## config.mk

```make
export PLATFORM = sky130hd
export DESIGN_NAME = wheel_rpm_from_capture
export DESIGN_NICKNAME = d
export VERILOG_FILES = /design/src/sv/wrc_pkg.sv /design/src/sv/wrc_ctrl.sv /design/src/sv/wrc_datapath.sv /design/src/sv/wheel_rpm_from_capture.sv
export SDC_FILE = /design/constraint.sdc
export NUM_CORES = 1
export LEC_CHECK = 0
export ABC_AREA = 1
export ABC_CLOCK_PERIOD_IN_PS = 7200
export BUFFER_PORTS_ARGS = -buffer_cell sky130_fd_sc_hd__buf_4
export CORE_MARGIN = 3
export CORE_UTILIZATION = 50
export CTS_CLUSTER_DIAMETER = 80
export DETAILED_ROUTE_END_ITERATION = 8
export PLACE_DENSITY = 0.7
export SLEW_MARGIN = 30
export SYNTH_ARGS = -nofsm -noshare
export SYNTH_HDL_FRONTEND = slang
export SYNTH_SLANG_ARGS = --single-unit
```

## constraint.sdc

```tcl
create_clock -name clk -period 7.2 [get_ports clk]
set_input_delay 1.44 -clock clk [delete_from_list [all_inputs] [get_ports clk]]
set_output_delay 1.44 -clock clk [all_outputs]
set_load 0.05 [all_outputs]
```

## src/sv/wrc_pkg.sv

```systemverilog
// ----------------------------------------------------------------------------
// wrc_pkg
// Shared types, widths and codes for the wheel rpm capture block.
// ----------------------------------------------------------------------------
`default_nettype none

package wrc_pkg;

  // wheel and counter geometry
  localparam int NUM_WHEELS   = 4;
  localparam int WHEEL_BITS   = 2;
  localparam int COUNTER_BITS = 16;

  // configuration register widths and reset values
  localparam int CLK_HZ_BITS  = 28;
  localparam int PPR_BITS     = 8;
  localparam int TIMEOUT_BITS = 16;
  localparam int CFG_DATA_BITS = 28;
  localparam int CFG_IDX_BITS  = 2;

  localparam logic [CLK_HZ_BITS-1:0]  CLK_HZ_RESET  = CLK_HZ_BITS'(1000000);
  localparam logic [PPR_BITS-1:0]     PPR_RESET     = PPR_BITS'(1);
  localparam logic [TIMEOUT_BITS-1:0] TIMEOUT_RESET = TIMEOUT_BITS'(2000);

  // register indexes
  localparam logic [CFG_IDX_BITS-1:0] REG_CLOCK_HZ = 2'd0;
  localparam logic [CFG_IDX_BITS-1:0] REG_PULSES   = 2'd1;
  localparam logic [CFG_IDX_BITS-1:0] REG_TIMEOUT  = 2'd2;

  // item commands
  localparam logic CMD_CAPTURE = 1'b0;
  localparam logic CMD_TICK    = 1'b1;

  // rpm arithmetic: num = 60 * clock, den = diff * pulses
  localparam int RPM_BITS   = 16;
  localparam int SEC_PER_MIN = 60;
  localparam int NUM_BITS   = CLK_HZ_BITS + 6;
  localparam int DIFF_BITS  = COUNTER_BITS + 1;
  localparam int DEN_BITS   = DIFF_BITS + PPR_BITS;
  localparam int NUM_HI_BITS = NUM_BITS - RPM_BITS;
  localparam int DIV_STEPS  = RPM_BITS;
  localparam int STEP_BITS  = $clog2(DIV_STEPS);
  localparam logic [RPM_BITS-1:0] RPM_MAX = '1;

  typedef struct packed {
    logic                    cmd;
    logic [WHEEL_BITS-1:0]   wheel_channel;
    logic [COUNTER_BITS-1:0] capture_value;
  } item_t;

  typedef struct packed {
    logic [RPM_BITS-1:0] rpm_front_right;
    logic [RPM_BITS-1:0] rpm_front_left;
    logic [RPM_BITS-1:0] rpm_rear_right;
    logic [RPM_BITS-1:0] rpm_rear_left;
    logic                timed_out;
  } result_t;

  // controller to datapath
  typedef struct packed {
    logic load_item;
    logic prep;
    logic init_div;
    logic step_div;
    logic commit;
  } ctrl_cmd_t;

  // datapath to controller
  typedef struct packed {
    logic new_is_tick;
    logic out_free;
  } dp_status_t;

endpackage

`default_nettype wire

```

## src/sv/wrc_ctrl.sv

```systemverilog
// ----------------------------------------------------------------------------
// wrc_ctrl
// Sequencer: accepts one item, steps a capture through operand setup, the
// shift-subtract divide and final commit to the result; ticks only commit.
// ----------------------------------------------------------------------------
`default_nettype none

module wrc_ctrl
  import wrc_pkg::*;
(
  input  wire logic       clk,
  input  wire logic       rst,
  input  wire logic       item_valid,
  output logic            item_stall,
  input  wire dp_status_t status,
  output ctrl_cmd_t       cmd
);

  localparam logic [2:0] S_IDLE = 3'd0;
  localparam logic [2:0] S_PREP = 3'd1;
  localparam logic [2:0] S_CHK  = 3'd2;
  localparam logic [2:0] S_DIV  = 3'd3;
  localparam logic [2:0] S_DONE = 3'd4;

  logic [2:0]           state;
  logic [2:0]           state_next;
  logic [STEP_BITS-1:0] step;
  logic [STEP_BITS-1:0] step_next;
  logic                 accept;

  assign item_stall = (state != S_IDLE);
  assign accept     = item_valid && (state == S_IDLE);

  // next state and datapath commands
  always_comb begin
    state_next   = state;
    step_next    = step;
    cmd          = '0;
    cmd.load_item = accept;
    unique case (state)
      S_IDLE: begin
        if (accept) begin
          state_next = status.new_is_tick ? S_DONE : S_PREP;
        end
      end
      S_PREP: begin
        cmd.prep   = 1'b1;
        state_next = S_CHK;
      end
      S_CHK: begin
        cmd.init_div = 1'b1;
        step_next    = '0;
        state_next   = S_DIV;
      end
      S_DIV: begin
        cmd.step_div = 1'b1;
        step_next    = step + 1'b1;
        if (step == STEP_BITS'(DIV_STEPS - 1)) begin
          state_next = S_DONE;
        end
      end
      S_DONE: begin
        cmd.commit = status.out_free;
        if (status.out_free) begin
          state_next = S_IDLE;
        end
      end
      default: begin
        state_next = S_IDLE;
      end
    endcase
  end

  // state registers
  always_ff @(posedge clk) begin
    if (rst) begin
      state <= S_IDLE;
      step  <= '0;
    end else begin
      state <= state_next;
      step  <= step_next;
    end
  end

endmodule

`default_nettype wire

```

## src/sv/wrc_datapath.sv

```systemverilog
// ----------------------------------------------------------------------------
// wrc_datapath
// Configuration registers, per-wheel capture and rpm state, operand setup,
// radix-2 restoring divider and the result register.
// ----------------------------------------------------------------------------
`default_nettype none

module wrc_datapath
  import wrc_pkg::*;
(
  input  wire logic                     clk,
  input  wire logic                     rst,
  input  wire item_t                    item,
  input  wire logic                     result_stall,
  output logic                          result_valid,
  output result_t                       result,
  input  wire logic                     cfg_we,
  input  wire logic [CFG_IDX_BITS-1:0]  cfg_index,
  input  wire logic [CFG_DATA_BITS-1:0] cfg_data,
  input  wire ctrl_cmd_t                cmd,
  output dp_status_t                    status
);

  logic [CLK_HZ_BITS-1:0]  clk_hz;
  logic [PPR_BITS-1:0]     ppr;
  logic [TIMEOUT_BITS-1:0] timeout;

  item_t                   item_q;
  logic [COUNTER_BITS-1:0] prev_cap [NUM_WHEELS];
  logic [RPM_BITS-1:0]     rpm      [NUM_WHEELS];
  logic [TIMEOUT_BITS-1:0] idle_cnt;

  logic [NUM_BITS-1:0]     num;
  logic [DEN_BITS-1:0]     den;
  logic [DEN_BITS-1:0]     rem;
  logic [RPM_BITS-1:0]     quot;
  logic                    sat;

  logic [COUNTER_BITS-1:0] diff;
  logic [DIFF_BITS-1:0]    diff_ext;
  logic [DEN_BITS:0]       trial;
  logic                    trial_ge;
  logic [RPM_BITS-1:0]     rpm_calc;
  logic [TIMEOUT_BITS-1:0] idle_inc;
  logic [TIMEOUT_BITS-1:0] limit;
  logic                    hit_timeout;
  logic [RPM_BITS-1:0]     rpm_next [NUM_WHEELS];

  assign status.new_is_tick = (item.cmd == CMD_TICK);
  assign status.out_free    = !result_valid || !result_stall;

  // configuration writes, unknown indexes are dropped
  always_ff @(posedge clk) begin
    if (rst) begin
      clk_hz  <= CLK_HZ_RESET;
      ppr     <= PPR_RESET;
      timeout <= TIMEOUT_RESET;
    end else if (cfg_we) begin
      unique case (cfg_index)
        REG_CLOCK_HZ: clk_hz  <= cfg_data[CLK_HZ_BITS-1:0];
        REG_PULSES:   ppr     <= cfg_data[PPR_BITS-1:0];
        REG_TIMEOUT:  timeout <= cfg_data[TIMEOUT_BITS-1:0];
        default: ;
      endcase
    end
  end

  // wrapped capture delta, equal capture counts as a full counter period
  assign diff     = item_q.capture_value - prev_cap[item_q.wheel_channel];
  assign diff_ext = (diff == '0) ? (DIFF_BITS'(1) << COUNTER_BITS)
                                 : {1'b0, diff};

  // one restoring divide step
  assign trial    = {rem, quot[RPM_BITS-1]};
  assign trial_ge = (trial >= {1'b0, den});

  // operand setup and divider
  always_ff @(posedge clk) begin
    if (cmd.load_item) begin
      item_q <= item;
    end
    if (cmd.prep) begin
      num <= NUM_BITS'(clk_hz) * NUM_BITS'(SEC_PER_MIN);
      den <= DEN_BITS'(diff_ext) * DEN_BITS'(ppr);
    end
    if (cmd.init_div) begin
      // quotient overflows 16 bits exactly when the high part reaches den
      sat  <= (DEN_BITS'(num[NUM_BITS-1:RPM_BITS]) >= den);
      rem  <= DEN_BITS'(num[NUM_BITS-1:RPM_BITS]);
      quot <= num[RPM_BITS-1:0];
    end else if (cmd.step_div) begin
      rem  <= trial_ge ? DEN_BITS'(trial - {1'b0, den}) : trial[DEN_BITS-1:0];
      quot <= {quot[RPM_BITS-2:0], trial_ge};
    end
  end

  // commit values for the item in hand
  assign rpm_calc    = sat ? RPM_MAX : quot;
  assign idle_inc    = idle_cnt + 1'b1;
  assign limit       = (timeout == '0) ? TIMEOUT_BITS'(1) : timeout;
  assign hit_timeout = (item_q.cmd == CMD_TICK) && (idle_inc >= limit);

  always_comb begin
    for (int w = 0; w < NUM_WHEELS; w++) begin
      if (hit_timeout) begin
        rpm_next[w] = '0;
      end else if ((item_q.cmd == CMD_CAPTURE) &&
                   (item_q.wheel_channel == WHEEL_BITS'(w))) begin
        rpm_next[w] = rpm_calc;
      end else begin
        rpm_next[w] = rpm[w];
      end
    end
  end

  // wheel state and idle counter
  always_ff @(posedge clk) begin
    if (rst) begin
      for (int w = 0; w < NUM_WHEELS; w++) begin
        prev_cap[w] <= '0;
        rpm[w]      <= '0;
      end
      idle_cnt <= '0;
    end else if (cmd.commit) begin
      for (int w = 0; w < NUM_WHEELS; w++) begin
        rpm[w] <= rpm_next[w];
      end
      if (item_q.cmd == CMD_CAPTURE) begin
        prev_cap[item_q.wheel_channel] <= item_q.capture_value;
        idle_cnt <= '0;
      end else begin
        idle_cnt <= hit_timeout ? '0 : idle_inc;
      end
    end
  end

  // result register
  always_ff @(posedge clk) begin
    if (rst) begin
      result_valid <= 1'b0;
    end else if (cmd.commit) begin
      result_valid <= 1'b1;
    end else if (!result_stall) begin
      result_valid <= 1'b0;
    end
  end

  always_ff @(posedge clk) begin
    if (cmd.commit) begin
      result.rpm_front_right <= rpm_next[0];
      result.rpm_front_left  <= rpm_next[1];
      result.rpm_rear_right  <= rpm_next[2];
      result.rpm_rear_left   <= rpm_next[3];
      result.timed_out       <= hit_timeout;
    end
  end

endmodule

`default_nettype wire

```

## src/sv/wheel_rpm_from_capture.sv

```systemverilog
// ----------------------------------------------------------------------------
// wheel_rpm_from_capture
// Four-wheel rpm from input capture timestamps, with idle timeout.
// ----------------------------------------------------------------------------
// Usage:
//   item channel (item_valid / item_stall / item): a capture beat carries a
//   wheel index and a 16-bit timer value, a tick beat advances idle time.
//   result channel (result_valid / result_stall / result): one beat per item
//   with the four wheel rpms after the update and the timeout flag.
//   cfg port (cfg_we / cfg_index / cfg_data): clock rate, pulses per
//   revolution and timeout, to be written by the user only while no item is
//   in flight; the block itself does not enforce this.
// A capture goes from accept to result through operand setup, an overflow
// check and a 16-step shift-subtract divide, one quotient bit per cycle.
// A tick skips operand setup and the divide. One item is in work at a time.
// Reset clears all captures, rpms and the idle count and loads the register
// defaults. When the receiver stalls, the result holds in its register; one
// more item may be accepted and worked on, then waits until the result leaves.
// ----------------------------------------------------------------------------
`default_nettype none

module wheel_rpm_from_capture
  import wrc_pkg::*;
(
  input  wire logic                     clk,
  input  wire logic                     rst,
  input  wire logic                     item_valid,
  output logic                          item_stall,
  input  wire item_t                    item,
  output logic                          result_valid,
  input  wire logic                     result_stall,
  output result_t                       result,
  input  wire logic                     cfg_we,
  input  wire logic [CFG_IDX_BITS-1:0]  cfg_index,
  input  wire logic [CFG_DATA_BITS-1:0] cfg_data
);

  ctrl_cmd_t  cmd;
  dp_status_t status;

  wrc_ctrl u_ctrl (
    .clk        (clk),
    .rst        (rst),
    .item_valid (item_valid),
    .item_stall (item_stall),
    .status     (status),
    .cmd        (cmd)
  );

  wrc_datapath u_dp (
    .clk          (clk),
    .rst          (rst),
    .item         (item),
    .result_stall (result_stall),
    .result_valid (result_valid),
    .result       (result),
    .cfg_we       (cfg_we),
    .cfg_index    (cfg_index),
    .cfg_data     (cfg_data),
    .cmd          (cmd),
    .status       (status)
  );

endmodule

`default_nettype wire

```

==> results.py, run 1 <==
metrics = {
    "sta": {
        "worst_slack_ns": 0.545,
        "final.setup.tns_ns": 0,
        "fin_crit_sh_pct": 92.4,
        "fin_hold_ws_ns": 0.477,
        "tightest_slew_ns": 0.940,
        "slew_violations": 0,
        "rsz0062_at_grt": "no",
        "setup-violations-final": 0,
        "max_freq_mhz": 150,
        "finalHoldViolations": 0,
        "skew_ns": 0.0229,
        "max_slew_margin_pct": 37.2,
        "min_period_ns": 6.66,
    },
    "clock_network": {
        "cts_tree": "built",
        "post_cts_buffers": 0,
        "cts_buffer_depth": 3,
        "cts.clk_slew.worst_paths_ns": 0.07,
        "cts.sinks": 389,
        "cts_max_level": 2,
        "numCtsBuffers": 45,
        "cts_root_buffer": "clkbuf_16",
        "clk_latency_ns": 0.59,
    },
    "yosys": {
        "synthArstFlopShare_pct": 0,
        "ys.warnings.count": 0,
        "yosys_register_bits": 389,
        "synth_area_um2": 26100,
        "synthCells": 3059,
        "syn-num-nets": 3415,
        "synth_compound_area_share_pct": 8.74,
        "synth-xor-area-share_pct": 2.28,
        "synth_area_per_cell_um2": 8.53,
        "synthMuxAreaShare_pct": 0.0384,
        "yosysUniqueCellTypes": 50,
        "synthFlopType": "edfxtp_1",
        "synthSimpleGateAreaFrac_pct": 20.2,
        "synth_fa_ha_area_share_pct": 18.6,
        "synth_top_family_by_area": "simple AND/OR/NAND/NOR gates",
        "seq_area_frac_synth_pct": 41.5,
        "synth_enable_flop_cells": 304,
    },
    "detailed_routing": {
        "wl_met3_um": 4250,
        "vias_per_cell": 5.39,
        "wl_met2_um": 32100,
        "wl_um": 67500,
        "wl_met1_um": 29500,
        "first_pass_iters": 7,
        "drcViolationCount": 0,
        "vias": 20900,
        "wl_per_cell_um": 17.4,
        "highest_layer": "met4",
        "initialDrtViolationCount": 1879,
        "ant_nets": 0,
    },
    "power_and_ir_drop": {
        "power_density_nw_per_um2": 340,
        "leakage_nw": 13.8,
        "finalPower_mw": 9.96,
        "vdd_drop_max_v": 0.000214,
    },
    "floorplan": {
        "start_util_pct": 50.7,
        "die_x_um": 234,
        "die_h_um": 234,
        "die_area_um2": 55000,
        "core_um2": 51500,
        "row_count": 83,
        "io_pins": 121,
    },
    "finish": {
        "nNetsFinal": 3523,
        "areaGrowthSynthToFinish_pct": 12.1,
        "post-route-util_pct": 56.8,
        "diodes": 0,
        "n_fill_cell": 4648,
        "drive_gt1_share_pct": 7.46,
    },
    "worst_setup_path": {
        "critPathKind": "flop to flop",
        "reg2reg_slack_ns": 0.54,
        "r2r_cells": 28,
        "critPathMaxStageDelay_ns": 0.53,
        "required_ns": 7.53,
        "cp-end-kind": "flop",
        "crit_arrival_ns": 6.98,
        "critical_path.slowest_cell": "fa_1",
        "crit_path_start_kind": "flop",
        "worstPathMaxFanout": 5,
    },
    "placed_design": {
        "portBuffers": 120,
        "place_hpwl_um": 51500,
        "finalWeightedCongestion": 0.963,
        "post-place-ws_ns": 0.441,
    },
    "global_route": {
        "grt_first_pass_wirelength_um": 109000,
        "grtUsageTotal_pct": 25.0,
        "grt_pass1_vias": 20900,
        "antenna_found_initial": 1,
        "overflow": 0,
        "grt_max_degree": 67,
    },
    "min_path": {
        "min_path_type": "flop to flop",
        "min_path_cells": 1,
        "hold_path.startpoint": "u_ctrl.step[3]",
    },
    "run": {
        "drv_cap": 0,
    },
    "outcome": {
        "status": "finished clean",
    },
}
[power breakdown]
group / total (mW) / internal, mW / switching (mW)
logic: 4.62 / 1.52 / 3.10
clock network: 2.35 / 1.39 / 0.962
registers: 2.99 / 2.84 / 0.146
total: 9.96 / 5.75 / 4.21
[cells in the mapped netlist (11+ instances only)]
cell type / count / area, µm²
a32o_1: 14 / 140
nand2_1: 674 / 2530
fa_1: 145 / 2900
nand4_1: 45 / 282
xor2_1: 40 / 350
dfxtp_1: 85 / 1700
clkbuf_1: 67 / 251
o21ai_1: 11 / 55.1
inv_1: 501 / 1880
edfxtp_1: 304 / 9130
a21oi_1: 151 / 756
nor3_1: 37 / 185
o21ai_0: 178 / 891
ha_1: 157 / 1960
xnor2_1: 28 / 245
nand3_1: 112 / 561
nor2_1: 402 / 1510
[cells in the final DEF (no fill, tap or decap), types with 4 or more instances in the layout]
| cell type | netlist | layout |
|---|---|---|
| a21o_1 | 8 | 8 |
| clkbuf_16 | 0 | 45 |
| xnor2_1 | 28 | 28 |
| ha_1 | 157 | 157 |
| a21oi_1 | 151 | 150 |
| nand3_1 | 112 | 112 |
| clkinv_1 | 4 | 13 |
| nand2_2 | 3 | 6 |
| fa_1 | 145 | 145 |
| clkinv_2 | 0 | 7 |
| nand4_1 | 45 | 45 |
| inv_1 | 501 | 499 |
| o211ai_1 | 10 | 10 |
| clkbuf_1 | 67 | 5 |
| a32o_1 | 14 | 14 |
| nand2_1 | 674 | 671 |
| nor2_1 | 402 | 398 |
| o22ai_1 | 7 | 7 |
| nor3_1 | 37 | 36 |
| o21bai_1 | 10 | 10 |
| a31oi_1 | 9 | 9 |
| xor2_1 | 40 | 40 |
| a211oi_1 | 6 | 6 |
| o21ai_1 | 11 | 13 |
| inv_2 | 3 | 4 |
| o21ai_0 | 178 | 176 |
| bufinv_16 | 0 | 6 |
| edfxtp_1 | 304 | 304 |
| buf_4 | 2 | 142 |
| nor4_1 | 7 | 6 |
| dfxtp_1 | 85 | 85 |
[worst max-delay path, delay by kind of cell, from the launching register on]
kind / cells / cell delay, ns
buffers and inverters: 5 / 0.43
xor gates and xnor gates: 1 / 0.15
AOI/OAI and AO/OA: 5 / 1.01
adders and majority gates: 7 / 3.06
and+or+nand+nor: 10 / 1.32
DFF: 1 / 0.40
[through the flow]
step | std cells | cell area (µm²)
global placement | 3800 | 27700
detailed placement | 3800 | 27700
finish | 3882 | 29300
CTS | 3882 | 29200
floorplan | 3059 | 26100
global route | 3882 | 29300
[kinds of logic (layout without fill, tap and decap cells)]
logic type,after synthesis,after routing
AO/OA/AOI/OAI,413,413
XOR/XNOR,68,68
adder cells (fa/ha/maj),302,302
buffers and inverters,589,732
flip-flops,389,389
multiplexers,1,1
AND/OR/NAND/NOR,1297,1297
[metal layers]
layer  vias up  GRT usage (%)
met5         -              0
met4         0           7.11
li1      10100              -
met1      9972           34.3
met2       722           41.9
met3       112           3.36
[worst paths after layout]
check	to
min	u_ctrl.step[3]
max reg2reg	u_dp.den[23]
max	u_dp.den[23]
min reg2reg	u_ctrl.step[3]
[cell type report]
class                   instances  area [µm²]  area share, %
multi-input cells            2081       13100           44.7
clock inverters                31         360           1.23
flip-flops and latches        389       10800           37.0
clock buffers                  51        1160           3.96
inverters                     508        1910           6.52
repair buffers                142        1070           3.64
well taps                     680         851           2.91
[what timing repair did]
action                                  4_1_cts  5_1_grt
hold buffers                                  0        0
endpoints found under the hold margin         0        0
gates resized for setup                       0        3
endpoints found under the setup margin        0        1
[sequential cells by signal, summed over array words and instances, names as in the netlist, 3 cells and up, named ones only]
register,cells
u_dp.rpm,64
u_dp.ppr,8
u_dp.idle_cnt,16
u_dp.prev_cap,64
u_dp.result,65
u_ctrl.state,3
u_dp.quot,16
u_dp.clk_hz,28
u_dp.timeout,16
u_ctrl.step,4
u_dp.item_q,19
u_dp.num,32
u_dp.den,25
u_dp.rem,25
(Power assumes the default switching activity.)
==> run 2: changes to the inputs <==
CTS_CLUSTER_SIZE = 25   (was unset)
PLACE_DENSITY = 0.75   (was 0.7)
==> results.py, run 2 (synthesis gave the netlist of run 1 again) <==
metrics = {
    "outcome": {
        "status": "finished clean",
    },
    "finish": {
        "n_fill_cell": 4696,
        "nNetsFinal": 3500,
        "mostFrequentLayoutCell": "nand2_1",
        "post-route-cell-area_um2": 28600,
        "areaGrowthSynthToFinish_pct": 9.56,
        "regMostFlops": "u_dp.result",
        "diodes": 0,
        "most-common-layout-cells": "671 x nand2_1, 498 x inv_1, 399 x nor2_1",
        "multiInputGateArea_um2": 13100,
        "drive_gt1_share_pct": 6.58,
        "post-route-util_pct": 55.5,
        "fin_cells": 3840,
        "ff_latch_area_um2": 10800,
        "largest_reg_flops": 65,
        "top_regs": "u_dp.result (65), u_dp.prev_cap (64), u_dp.rpm (64)",
    },
    "detailed_routing": {
        "drcViolationCount": 0,
        "initialDrtViolationCount": 1691,
        "first_pass_iters": 6,
        "wl_um": 62500,
        "wl_per_cell_um": 16.3,
        "vias": 20600,
        "vias_per_cell": 5.35,
        "ant_nets": 0,
    },
    "sta": {
        "rsz0062_at_grt": "no",
        "fin_crit_sh_pct": 93.2,
        "max_slew_margin_pct": 38.5,
        "fin_hold_ws_ns": 0.478,
        "setup-violations-final": 0,
        "max_freq_mhz": 149,
        "worst_slack_ns": 0.487,
        "skew_ns": 0.0466,
        "final.setup.tns_ns": 0,
        "tightest_slew_ns": 0.922,
        "finalHoldViolations": 0,
        "slew_violations": 0,
        "min_period_ns": 6.71,
    },
    "power_and_ir_drop": {
        "power_density_nw_per_um2": 320,
        "leakage_nw": 13.5,
        "vdd_drop_max_v": 0.000225,
        "finalPower_mw": 9.15,
    },
    "global_route": {
        "grt_pass1_vias": 20200,
        "grtUsageTotal_pct": 23.1,
        "grt_max_degree": 73,
        "grt_first_pass_wirelength_um": 102000,
        "antenna_found_initial": 0,
        "overflow": 0,
    },
    "floorplan": {
        "start_util_pct": 50.7,
        "die_h_um": 234,
        "row_count": 83,
        "core_um2": 51500,
        "io_pins": 121,
        "die_x_um": 234,
        "die_area_um2": 55000,
    },
    "clock_network": {
        "clk_latency_ns": 0.60,
        "cts_tree": "built",
        "numCtsBuffers": 25,
        "post_cts_buffers": 0,
        "cts_root_buffer": "clkbuf_16",
        "cts.sinks": 389,
        "cts_max_level": 1,
        "cts_buffer_depth": 3,
        "cts.clk_slew.worst_paths_ns": 0.09,
        "post_cts_resized": 0,
        "postCtsHoldBufs": 0,
    },
    "worst_setup_path": {
        "r2r_cells": 28,
        "cp-end-kind": "flop",
        "required_ns": 7.53,
        "critical_path.slowest_cell": "fa_1",
        "worstPathMaxFanout": 32,
        "critPathKind": "flop to flop",
        "crit_arrival_ns": 7.04,
        "crit_path_start_kind": "flop",
        "critPathMaxStageDelay_ns": 0.54,
    },
    "placed_design": {
        "portBuffers": 120,
        "dpl_cell_area_um2": 27700,
        "post-place-ws_ns": 0.484,
        "place_hpwl_um": 47800,
        "dp_cells": 3797,
        "finalWeightedCongestion": 0.964,
    },
    "min_path": {
        "min_path_cells": 2,
        "min_path_type": "flop to flop",
    },
    "run": {
        "drv_cap": 0,
    },
}
run 2: cell types whose count changed in the layout (fill, tap and decap cells not counted), sizes merged:
cell	before	now
clkbuf	51	27
clkinv	23	9
bufinv	6	1
inv	508	513
buf	142	139
clkinvlp	2	1
run 2: worst paths after layout:
| kind | startpoint | to | slack, ns |
|---|---|---|---|
| worst max-delay path | flop | u_dp.den[21] | 0.49 |
| worst min-delay path | u_dp.rem[24] | u_dp.rem[24] | 0.48 |
| worst max register to register | flop | u_dp.den[21] | 0.49 |
| worst min register to register | u_dp.rem[24] | u_dp.rem[24] | 0.48 |
run 2: cell type report:
cell class / instances / area share, %
tap: 680 / 2.98
multi-input combinational: 2081 / 45.8
timing repair buffer: 139 / 3.65
clock inverter: 16 / 0.836
sequential: 389 / 37.9
clock buffer: 27 / 2.21
inverter: 508 / 6.67
run 2: report_power, final:
group          internal (mW)  switching [mW]  total [mW]  leakage [nW]
Sequential              2.84           0.136        2.97          3.65
Clock                  0.729           0.849        1.58         0.418
Combinational           1.52            3.08        4.60          9.40
Total                   5.09            4.07        9.15          13.5
run 2: routing by layer:
layer  global-route usage (%)  part of all wire, %  vias up
li1                         -                    -    10100
met1                     32.0                   44     9764
met2                     39.3                   47      647
met3                     2.54                  6.7       78
met4                     5.65                  2.2        0
met5                        0                    0        -
run 2: worst max-delay path, delay by kind of cell, from the launching register on:
family | cells | cell delay, ns
compound gates | 2 | 0.41
flops | 1 | 0.34
simple gates | 13 | 1.99
buf+inv | 5 | 0.55
fa+ha+maj | 7 | 3.07
xor+xnor | 1 | 0.08
==> run 3: changes to the inputs <==
ABC_AREA = unset   (was 1)
==> results.py, run 3 <==
metrics = {
    "power_and_ir_drop": {
        "p_clk_share_pct": 20.9,
        "comb_power_share_pct": 39.9,
        "power_density_nw_per_um2": 257,
        "finalPower_mw": 7.19,
        "leakage_nw": 12.2,
        "p_int_mw": 4.58,
        "netSwitchingPower_mw": 2.61,
        "power_frac_seq_pct": 39.2,
        "vdd_drop_max_v": 0.000174,
        "switching_share_pct": 36.3,
    },
    "placed_design": {
        "place_hpwl_um": 41000,
        "finalWeightedCongestion": 0.881,
        "portBuffers": 120,
    },
    "finish": {
        "regMostFlops": "u_dp.result",
        "top_regs": "u_dp.result (65), u_dp.prev_cap (64), u_dp.rpm (64)",
        "areaGrowthSynthToFinish_pct": 12.3,
        "nNetsFinal": 2880,
        "drive_gt1_share_pct": 12.7,
        "largest_reg_flops": 65,
        "diodes": 0,
        "mostFrequentLayoutCell": "edfxtp_1",
        "most-common-layout-cells": "304 x edfxtp_1, 292 x nor2_1, 244 x nand2_1",
        "post-route-util_pct": 57.0,
    },
    "detailed_routing": {
        "initialDrtViolationCount": 1419,
        "drcViolationCount": 0,
        "wl_per_cell_um": 17.5,
        "vias": 18100,
        "first_pass_iters": 7,
        "ant_nets": 0,
        "wl_um": 56200,
        "vias_per_cell": 5.65,
    },
    "worst_setup_path": {
        "cp-end-kind": "flop",
        "required_ns": 7.51,
        "worstPathMaxFanout": 6,
        "critPathKind": "flop to flop",
        "crit_arrival_ns": 7.30,
        "reg2reg_slack_ns": 0.21,
        "crit_path_start_kind": "flop",
        "r2r_cells": 26,
        "regToRegEndpoint": "u_dp.den[21]",
    },
    "floorplan": {
        "start_util_pct": 50.7,
        "die_area_um2": 52500,
        "io_pins": 121,
        "core_um2": 49100,
        "row_count": 81,
        "die_x_um": 229,
        "die_h_um": 229,
    },
    "yosys": {
        "synthCells": 2404,
        "synthFlopType": "edfxtp_1",
        "synth_fa_ha_area_share_pct": 19.6,
        "synth_area_leaders": "edfxtp_1 37%, fa_1 12%, ha_1 7.9%, dfxtp_1 6.8%, nor2_1 4.5%",
        "syn-num-nets": 2760,
        "synth_common_cells": "304 x edfxtp_1, 297 x nor2_1, 245 x nand2_1",
        "synthArstFlopShare_pct": 0,
        "synth_area_per_cell_um2": 10.4,
        "ys.warnings.count": 0,
        "seq_area_frac_synth_pct": 43.5,
        "synthSimpleGateAreaFrac_pct": 16.9,
        "synth_top_family_by_area": "adder cells",
        "synth_top_cell_by_area": "edfxtp_1",
        "yosysUniqueCellTypes": 73,
        "synth_enable_flop_cells": 304,
        "synth_compound_area_share_pct": 10.5,
        "synthMuxAreaShare_pct": 2.15,
        "synth-xor-area-share_pct": 2.99,
        "synth_top_cell_area_share_pct": 36.7,
        "yosysMostFrequentCell": "edfxtp_1",
        "synth_area_um2": 24900,
        "yosys_register_bits": 389,
    },
    "sta": {
        "rsz0062_at_grt": "yes",
        "min_period_ns": 6.99,
        "setup-violations-final": 0,
        "max_slew_margin_pct": 45.1,
        "skew_ns": 0.0246,
        "fin_crit_sh_pct": 97.1,
        "final.setup.tns_ns": 0,
        "finalHoldViolations": 0,
        "max_freq_mhz": 143,
        "fin_hold_ws_ns": 0.465,
        "slew_violations": 0,
        "tightest_slew_ns": 0.823,
    },
    "clock_network": {
        "cts_max_level": 1,
        "clk_latency_ns": 0.56,
        "numCtsBuffers": 24,
        "cts_root_buffer": "clkbuf_16",
        "cts_tree": "built",
        "cts_buffer_depth": 3,
        "cts.clk_slew.worst_paths_ns": 0.10,
        "cts.sinks": 389,
    },
    "run": {
        "drv_cap": 0,
    },
    "global_route": {
        "antenna_found_initial": 0,
        "grt_pass1_vias": 18000,
        "grt_first_pass_wirelength_um": 92900,
        "overflow": 0,
        "grt_max_degree": 68,
        "grtUsageTotal_pct": 21.2,
    },
    "min_path": {
        "hold_path.startpoint": "u_dp.timeout[0]",
        "min_path_cells": 2,
        "min_to": "u_dp.timeout[0]",
        "min_path_type": "flop to flop",
    },
    "outcome": {
        "status": "finished clean",
    },
}
## run 3: cell count changes after synthesis, moves of 24 or more
cell / previous run / this run
nor2_1: 402 / 297
and3_1: 1 / 64
nand4_1: 45 / 17
nand3_1: 112 / 27
xor2_1: 40 / 16
o21ai_0: 178 / 69
a21o_1: 8 / 50
nand2_1: 674 / 245
and2_1: 3 / 99
inv_1: 501 / 202
xnor2_1: 28 / 69
nor2b_1: 0 / 37
## run 3: power groups by stage
stage                     Sequential (mW)  Combinational, mW  Clock, mW
final                                2.82               2.87       1.51
after global routing                 2.84               3.19       1.61
after CTS                            2.82               2.70       1.54
after detailed placement             2.86               2.64          0
after global placement               2.86               2.58          0
after floorplan                      2.91               1.83          0
## run 3: area by class of cell
cell class              instances  area, µm²
clock buffers                  32        652
clock inverters                12        164
fillers                      4107      21100
inverters                     203        763
multi-input cells            1724      13300
flip-flops and latches        389      10800
well taps                     664        831
repair buffers                182       1390
## run 3: repair_timing
| action | CTS | global route |
|---|---|---|
| hold buffers | 0 | 0 |
| setup buffers | 0 | 5 |
| resized for setup | 24 | 38 |
| setup endpoints to repair | 4 | 7 |
| pin swaps | 13 | 31 |
## run 3: critical path, cell delays in order, from the launching register on
cell	delay, ns
dfxtp_2	0.37
buf_6	0.12
mux4_2	0.53
ha_4	0.20
inv_2	0.06
fa_2	0.21
a21o_1	0.11
a21o_1	0.14
a21oi_2	0.08
or3_4	0.42
a31o_4	0.25
a211o_4	0.36
and2_1	0.18
fa_1	0.56
fa_1	0.46
fa_1	0.55
inv_1	0.06
fa_1	0.53
inv_1	0.06
ha_4	0.24
and3_4	0.18
a221o_1	0.33
buf_4	0.14
o21a_1	0.19
buf_4	0.14
o22ai_1	0.18
xnor2_1	0.10
## run 3: logic make-up (layout without fill, tap and decap cells)
logic type,count (synthesis),count (layout)
xor+xnor,85,85
flops,389,389
buf+inv,291,429
compound gates,413,413
simple gates,891,891
fa+ha+maj,302,302
mux,33,33
## run 3: worst max-delay path by stage
stage | from | cells past startpoint | endpoint
6_report | flop | 26 | u_dp.den[21]
5_1_grt | flop | 25 | u_dp.den[22]
4_1_cts | flop | 30 | u_dp.den[24]
3_5_place_dp | flop | 28 | u_dp.den[22]
3_3_place_gp | flop | 27 | u_dp.den[22]
2_1_floorplan | flop | 29 | u_dp.den[22]
## run 3: routing by layer
| metal | up-vias | wire length, µm | GRT usage [%] |
|---|---|---|---|
| met3 | 95 | 3440 | 2.26 |
| met5 | - | 0 | 0 |
| li1 | 8518 | - | - |
| met4 | 0 | 1350 | 5.29 |
| met2 | 600 | 26800 | 35.5 |
| met1 | 8915 | 24600 | 29.9 |
## run 3: stage by stage
step                      instances  worst slack [ns]  area [µm²]
after global routing           3206           -0.0220       27900
after CTS                      3201            0.0362       27700
after detailed placement       3157            -0.318       26800
after global placement         3157           -0.0208       26800
after floorplan                2404            0.0257       24900
final                          3206             0.206       27900
